--- src/rtl/core/box_blur_3x3_unit_assert.svh ---
// Assertion macros for the box blur unit.
// Each macro takes a label, the clock, the active-low reset, a condition and a check.
// In synthesis builds the macros expand to nothing.
`ifndef BOX_BLUR_3X3_UNIT_ASSERT_SVH
`define BOX_BLUR_3X3_UNIT_ASSERT_SVH
`ifndef SYNTHESIS
`define BB3_ASSERT_IMPL(label, clk, rst_n, ante, cons) \
	label: assert property (@(posedge clk) disable iff (!rst_n) (ante) |-> (cons)) \
		else $error("box blur check failed");
`define BB3_ASSERT_NEXT(label, clk, rst_n, ante, cons) \
	label: assert property (@(posedge clk) disable iff (!rst_n) (ante) |=> (cons)) \
		else $error("box blur check failed");
`else
`define BB3_ASSERT_IMPL(label, clk, rst_n, ante, cons)
`define BB3_ASSERT_NEXT(label, clk, rst_n, ante, cons)
`endif
`endif

--- src/rtl/core/bb3_pkg.sv ---
package bb3_pkg;

	localparam int DEF_MAX_WIDTH  = 2048;
	localparam int DEF_MAX_HEIGHT = 4096;
	localparam int RESET_WIDTH    = 640;
	localparam int RESET_HEIGHT   = 480;

	localparam int CFG_INDEX_W = 1;
	localparam int CFG_DATA_W  = 13;
	localparam int FW_REG_W    = 12;
	localparam int FH_REG_W    = 13;

	localparam logic [CFG_INDEX_W-1:0] REG_FRAME_WIDTH  = 1'b0;
	localparam logic [CFG_INDEX_W-1:0] REG_FRAME_HEIGHT = 1'b1;

	localparam int OUT_ROW_W = 12;
	localparam int OUT_COL_W = 11;
	localparam int PIX_W     = 8;

	// Reciprocal of nine in 16-bit fixed point, plus the rounding half.
	localparam int BLUR_MUL = 7282;
	localparam int BLUR_RND = 32768;

	// Result queue depth; a power of two so the pointers wrap naturally.
	localparam int FIFO_DEPTH = 8;
	localparam int FIFO_AW    = $clog2(FIFO_DEPTH);
	localparam int LEVEL_W    = $clog2(FIFO_DEPTH + 1);

	typedef struct packed {
		logic [OUT_ROW_W-1:0] out_row;
		logic [OUT_COL_W-1:0] out_col;
		logic [PIX_W-1:0]     value;
		logic                 last_of_item;
	} result_t;

	// Up to two results enter the queue per cycle, first before second.
	typedef struct packed {
		logic [1:0] count;
		result_t    first;
		result_t    second;
	} push_t;

endpackage

--- src/rtl/core/bb3_out_fifo.sv ---
module bb3_out_fifo
	import bb3_pkg::*;
(
	input  logic               clk,
	input  logic               arst_n,
	input  push_t              push,
	input  logic               pop,
	output logic               valid,
	output result_t            head_data,
	output logic [LEVEL_W-1:0] level
);

	result_t              slot_q [FIFO_DEPTH];
	logic [FIFO_AW-1:0]   head_q;
	logic [FIFO_AW-1:0]   tail_q;
	logic [FIFO_AW-1:0]   tail_next;
	logic [LEVEL_W-1:0]   level_q;
	logic                 pop_take;

	assign valid     = (level_q != '0);
	assign pop_take  = valid && pop;
	assign tail_next = tail_q + FIFO_AW'(1);
	assign head_data = slot_q[head_q];
	assign level     = level_q;

	always_ff @(posedge clk) begin
		if (push.count != 2'd0) begin
			slot_q[tail_q] <= push.first;
		end
		if (push.count == 2'd2) begin
			slot_q[tail_next] <= push.second;
		end
	end

	always_ff @(posedge clk or negedge arst_n) begin
		if (!arst_n) begin
			head_q  <= '0;
			tail_q  <= '0;
			level_q <= '0;
		end else begin
			tail_q  <= tail_q + FIFO_AW'(push.count);
			head_q  <= head_q + FIFO_AW'(pop_take);
			level_q <= level_q + LEVEL_W'(push.count) - LEVEL_W'(pop_take);
		end
	end

endmodule
--- config.mk ---
export PLATFORM = sky130hd
export DESIGN_NAME = bb3_out_fifo
export DESIGN_NICKNAME = d
export VERILOG_FILES = /design/src/rtl/core/box_blur_3x3_unit_assert.svh /design/src/rtl/core/bb3_pkg.sv /design/src/rtl/core/bb3_out_fifo.sv
export SDC_FILE = /design/constraint.sdc
export NUM_CORES = 1
export LEC_CHECK = 0
export BUFFER_PORTS_ARGS = -buffer_cell sky130_fd_sc_hd__buf_4
export CAP_MARGIN = 10
export CORE_ASPECT_RATIO = 0.8
export CORE_UTILIZATION = 60
export DETAILED_ROUTE_END_ITERATION = 8
export PLACE_DENSITY = 0.79
export SYNTH_ARGS = -nofsm -noshare
export SYNTH_HDL_FRONTEND = slang
export SYNTH_SLANG_ARGS = --single-unit
--- constraint.sdc ---
create_clock -name clk -period 9.44 [get_ports clk]
set_clock_uncertainty 0.15 [all_clocks]
set_input_delay 0.944 -clock clk [delete_from_list [all_inputs] [get_ports clk]]
set_output_delay 0.944 -clock clk [all_outputs]
set_load 0.05 [all_outputs]
==> metrics.txt, run 1 <==
fin crit period 4.36 ns; Initial Util 0.616; Synth async-reset ratio 0.0376; Setup CP Type reg -> out; CTS Buffer Depth 3; placeable core region 0.0217 mm^2; overall routing resource usage 0.264; post-placement cell count 1097; fin nets 907; Comb pwr share 0.435; synthesized area 0.0134 mm^2; Power Internal 3.23 mW; list of most frequent post-synthesis cells 284 x mux2_2, 256 x edfxtp_1, 64 x mux4_2, 21 x buf_2, 14 x inv_1; CTS Sinks 266; Worst Tran Pin Value 1.17 ns; cell accounting for the most synthesized area edfxtp_1; Buffers on Ports 105; worst skew pair latency 0.52 ns; CTS tree built; Post-synth EDFFs 256; pre-CTS setup slack 5.43 ns; first-pass GRT wire length 44.8 mm; count leader, synth mux2_2; Setup crit end kind output pin; syn nets 803; Die Y 135 um; fin area 0.0153 mm^2; initial antenna violation count 0; RSZ-0062 raised after global routing no; Hold Buf Count CTS 0; Layout area overhead 14.7%; share of the synthesized area in the top cell type 0.575; status finished clean; Final Hold Vio Count 0; critical-path maximum fanout 39; final cell count without fillers 1146; CP arrival 3.26 ns; sequential cell area fraction in the yosys report 0.594; Max-cap violations 0; CTS Buf Count 27; DR vias 7264; clock transition at the registers of the reported paths 0.06 ns; ys flop type edfxtp_1; Switching Fraction 0.378; ANT nets after route 0; Rows 48; Antenna Cells 0; worst setup margin 5.08 ns; Max Clk Rate 229 MHz; hold_ws 0.0891 ns; Mean Syn Cell Area 18.5 um^2; Critical Path Source Type flop; P_sw 1.97 mW; drt drc 0; Slew headroom 0.218; Post-DP Area 0.0145 mm^2; Pwr Density 339 mW/mm^2; Die Wd 169 um; Iteration-0 DRC Markers 623; Setup Buffers After CTS 0; CTS Root Cell clkbuf_16; DRT Pass-1 Iters 5; largest net degree at the start of global routing 44; final setup violating endpoints 0; full die area 0.0229 mm^2; # resized after CTS 0; routed wire length 28.9 mm; DR WL/cell 25.2 um; Ys Warns 0; gr ovfl total 0; setup TNS 0 ns; via/cell ratio 6.34; Leak 5.30 nW; Final period util 0.462; number of global-route vias before repair 7708; fillers 1344; fin. max-slew vios 0; Synth area leaders edfxtp_1 58%, mux2_2 24%, mux4_2 11%, dfrtp_1 1.9%, ha_1 0.94%; io pins 106; Clock power frac 0.193; sequential fraction of design power 0.372; Distinct cells, synth 35; hpwl dp 16.9 mm; Yosys reg bits 266; H-tree lvl count 1; worst IR drop on VDD 0.000275 V; layout cell share with drive strength beyond 1 0.626; synthesized instance count 722; Critical Path RT 8.35 ns; RD Place Congestion 0.747; Hold Crit Class in -> async
==> power groups by stage <==
stage	registers (mW)	logic [mW]	clock network (mW)
global route	1.97	2.38	1.06
floorplan	1.87	1.66	0
CTS	1.94	2.28	1.02
finish	1.93	2.26	1.00
global placement	1.93	2.23	0
detailed placement	1.96	2.27	0
==> stage by stage <==
step	power, mW	util
after global placement	4.16	0.668
after detailed placement	4.23	0.668
after CTS	5.23	0.706
after floorplan	3.53	-
final	5.20	0.706
after global routing	5.40	0.706
==> state kept, by name, indices dropped and copies added, names as in the netlist <==
register / cells
head_q: 3
level: 4
slot_q: 256
tail_q: 3
==> layout make-up <==
class / instances / area [um^2] / share of cell area
Clock inverter: 20 / 143 / 0.00931
Timing Repair Buffer: 118 / 886 / 0.0578
Clock buffer: 29 / 683 / 0.0446
Multi-Input combinational cell: 399 / 5230 / 0.342
Sequential cell: 266 / 7940 / 0.519
Inverter: 14 / 52.6 / 0.00343
Tap cell: 300 / 375 / 0.0245
==> path summary, 6_finish.rpt <==
kind,start,end,slack (ns),depth (start not counted)
worst max register to register,tail_q[1],slot_q[7][25],5.66,5
worst max-delay path,head_q[0],head_data[1],5.08,4
max in group asynchronous,arst_n,head_q[2],8.89,1
worst min-delay path,arst_n,tail_q[1],0.09,1
worst min register to register,tail_q[0],tail_q[0],0.52,1
min in group clk,tail_q[0],tail_q[0],0.52,1
==> per-layer routing <==
layer	vias to the layer above	GRT usage	wire length [um]
met3	46	0.0339	1940
li1	3146	-	-
met5	-	0	0
met4	0	0.0662	574
met1	3798	0.375	12200
met2	274	0.438	14200
==> placed cells by master, fill, tap and decap left out, types with 7 or more instances in the layout <==
cell type,instances
clkinv_2,9
ha_1,10
edfxtp_1,256
clkbuf_16,27
mux4_2,64
inv_1,14
buf_4,118
mux2_2,284
clkinv_1,8
dfrtp_1,7
==> critical path: stages, from the launching register on <==
cell,delay (ns)
dfrtp_4,0.80
buf_4,0.76
mux4_2,0.63
mux2_2,0.31
buf_4,0.20
==> kinds of logic (layout without fill, tap and decap cells) <==
group	after synthesis	after routing	synth area share
mux	352	352	0.351
flops	266	266	0.594
buf+inv	57	181	0.0230
simple gates	17	17	0.00871
fa+ha+maj	12	12	0.0124
compound gates	12	12	0.00543
xor+xnor	6	6	0.00506
No activity file was read; power rests on OpenSTA's default activity.
==> run 2: changes to the inputs <==
--- a/config.mk
+++ b/config.mk
@@ -8,9 +8,9 @@
 export BUFFER_PORTS_ARGS = -buffer_cell sky130_fd_sc_hd__buf_4
 export CAP_MARGIN = 10
 export CORE_ASPECT_RATIO = 0.8
-export CORE_UTILIZATION = 60
+export CORE_UTILIZATION = 55
 export DETAILED_ROUTE_END_ITERATION = 8
-export PLACE_DENSITY = 0.79
+export PLACE_DENSITY = 0.76
 export SYNTH_ARGS = -nofsm -noshare
 export SYNTH_HDL_FRONTEND = slang
 export SYNTH_SLANG_ARGS = --single-unit
==> constraint.sdc (replaced) <==
create_clock -name clk -period 4 [get_ports clk]
set_clock_uncertainty 0.15 [all_clocks]
set_input_delay 0.4 -clock clk [delete_from_list [all_inputs] [get_ports clk]]
set_output_delay 0.4 -clock clk [all_outputs]
set_load 0.05 [all_outputs]
==> run 2 against run 1 <==
Compared with the run above: via count grew 0.32%; largest power group unchanged; final cell count increased by 2.4%; clock power increased by 140%; total power increased by 140%; critical path depth unchanged; flip-flop and latch count stayed put; largest cell class unchanged; combinational power increased by 140%.
==> metrics.txt, run 2 (synthesis results as in run 1) <==
worst skew pair latency 0.53 ns (was 0.52 ns); overall routing resource usage 0.248 (was 0.264); Antenna Cells 0 (unchanged); fin area 0.0154 mm^2 (was 0.0153 mm^2); Critical Path Max Stage Delay 0.94 ns (was 0.80 ns); FF-to-FF path depth 5 (unchanged); worst hold path startpoint push[33]; r2r startpoint tail_q[1] (unchanged); Max-cap violations 0 (unchanged); CTS tree built (unchanged); Largest Register slot_q (unchanged); pre-CTS setup slack 0.994 ns (was 5.43 ns); Initial Util 0.566 (was 0.616); post-placement cell count 1121 (was 1097); most frequent cells in the layout 284 x mux2_2, 256 x edfxtp_1, 130 x buf_4, 64 x mux4_2, 27 x clkbuf_16 (was 284 x mux2_2, 256 x edfxtp_1, 118 x buf_4, 64 x mux4_2, 27 x clkbuf_16); worst setup margin 0.507 ns (was 5.08 ns); critical-path maximum fanout 38 (was 39); status finished clean (unchanged); fin. max-slew vios 0 (unchanged); Critical-path top delay cell dfrtp_4 (unchanged); ANT nets after route 0 (unchanged); CP arrival 2.94 ns (was 3.26 ns); Hold Path Sink slot_q[6][1]; routed wire length 30.4 mm (was 28.9 mm); fin nets 922 (was 907); Critical Path Source Type flop (unchanged); Die Y 141 um (was 135 um); CTS Root Cell clkbuf_16 (unchanged); setup TNS 0 ns (unchanged); Setup CP Type reg -> out (unchanged); first-pass GRT wire length 46.1 mm (was 44.8 mm); Switching Fraction 0.381 (was 0.378); met1 global-route usage 0.343 (was 0.375); DR vias 7287 (was 7264); full die area 0.0249 mm^2 (was 0.0229 mm^2); number of global-route vias before repair 7863 (was 7708); Post-DP Area 0.0146 mm^2 (was 0.0145 mm^2); fillers 1631 (was 1344); Max Clk Rate 286 MHz; Critical Path RT 3.45 ns (was 8.35 ns); Die Wd 176 um (was 169 um); drt drc 0 (unchanged); Slew headroom 0.315 (was 0.218); hpwl dp 17.6 mm (was 16.9 mm); crit path cell chain buf_4 -> mux4_2 -> mux2_2 -> buf_4 (unchanged); Setup crit end kind output pin (unchanged); Comb pwr share 0.447 (was 0.435); Layout Utilization 0.654 (was 0.706); CP top delay family flip-flops (was buffers and inverters); CTS Buf Count 27 (unchanged); Final Hold Vio Count 0 (unchanged); Leak 5.36 nW (was 5.30 nW); R2R Setup Slk 0.94 ns (was 5.66 ns); most used cell, CP buf_4 (unchanged); placeable core region 0.0236 mm^2 (was 0.0217 mm^2); fin crit period 3.49 ns; Rows 50 (was 48); layout cell share with drive strength beyond 1 0.625 (was 0.626); RD Place Congestion 0.719 (was 0.747); met3 usage 0.0362 (was 0.0339); grt peak-use layer met2 (unchanged); Tot Pwr 12.3 mW (was 5.20 mW); number of flip-flops in the largest register 256 (unchanged); CP Buf/Inv Count 2 (unchanged); Final period util 0.873; final setup violating endpoints 0 (unchanged); Layout area overhead 15.5% (was 14.7%); RSZ-0062 raised after global routing no (unchanged); largest net degree at the start of global routing 39 (was 44); Power Internal 7.61 mW (was 3.23 mW); RR Endpoint slot_q[2][23] (was slot_q[7][25]); Hold Crit Depth 2; DR WL/cell 25.9 um (was 25.2 um); gr ovfl total 0 (unchanged); hold_ws 0.0643 ns (was 0.0891 ns); Worst Tran Pin Value 1.02 ns (was 1.17 ns); io pins 106 (unchanged); CTS Buffer Depth 3 (unchanged); H-tree lvl count 1 (unchanged); P_sw 4.70 mW (was 1.97 mW); worst IR drop on VDD 0.000656 V (was 0.000275 V); Iteration-0 DRC Markers 468 (was 623); Buffers on Ports 105 (unchanged); leading cell type in the layout, fill and taps excluded mux2_2 (unchanged); via/cell ratio 6.21 (was 6.34); sequential fraction of design power 0.362 (was 0.372); clock transition at the registers of the reported paths 0.06 ns (about the same); DRT Pass-1 Iters 5 (unchanged); initial antenna violation count 1 (was 0); Hold Crit Class in -> reg (was in -> async); global routing met2 resource utilization 0.421 (was 0.438); final cell count without fillers 1174 (was 1146); CTS Sinks 266 (unchanged); Clock power frac 0.191 (was 0.193); Pwr Density 798 mW/mm^2 (was 339 mW/mm^2)
run 2: worst max-delay path by stage:
stage | from | endpoint | slack [ns] | cells after the start
after floorplan | tail_q[0] | slot_q[0][0] | 0.30 | 2
after global placement | head_q[0] | head_data[29] | 1.03 | 4
after detailed placement | head_q[0] | head_data[21] | 0.99 | 4
after CTS | head_q[0] | head_data[22] | 0.40 | 4
after global routing | head_q[0] | head_data[29] | 0.32 | 4
final | head_q[0] | head_data[22] | 0.51 | 4
run 2: final cells by class:
class                           count  area (um^2)  area share
Tap cell                          312          390      0.0253
Clock inverter                     18          118     0.00762
Timing Repair Buffer              133         1000      0.0649
Clock buffer                       32          694      0.0450
Multi-Input combinational cell    399         5230       0.339
Inverter                           14         52.6     0.00341
Sequential cell                   266         7940       0.515
run 2: worst register-to-register path: stages, from the launching register on:
cell and delay, ns:
dfrtp_1 0.48, ha_1 0.46, nand4b_1 0.41, nor2_4 0.41
buf_4 0.48, mux2_2 0.42
run 2: routing by layer:
| layer | share of wire | wire [um] |
|---|---|---|
| met1 | 0.43 | 13000 |
| met2 | 0.50 | 15100 |
| met3 | 0.055 | 1670 |
| met4 | 0.018 | 552 |
| met5 | 0.00056 | 17 |
run 2: timing repair:
item / 4_1_cts / 5_1_grt
buffers inserted: 0 / 0
resized for setup: 0 / 0
hold endpoints to repair: 11 / 0
hold buffers: 2 / 0
run 2: power by group through the flow:
stage | logic (mW) | registers, mW | clock network (mW)
after global placement | 5.42 | 4.48 | 0
final | 5.50 | 4.46 | 2.35
after floorplan | 3.92 | 4.42 | 0
after detailed placement | 5.53 | 4.54 | 0
after global routing | 5.77 | 4.54 | 2.49
after CTS | 5.56 | 4.48 | 2.38
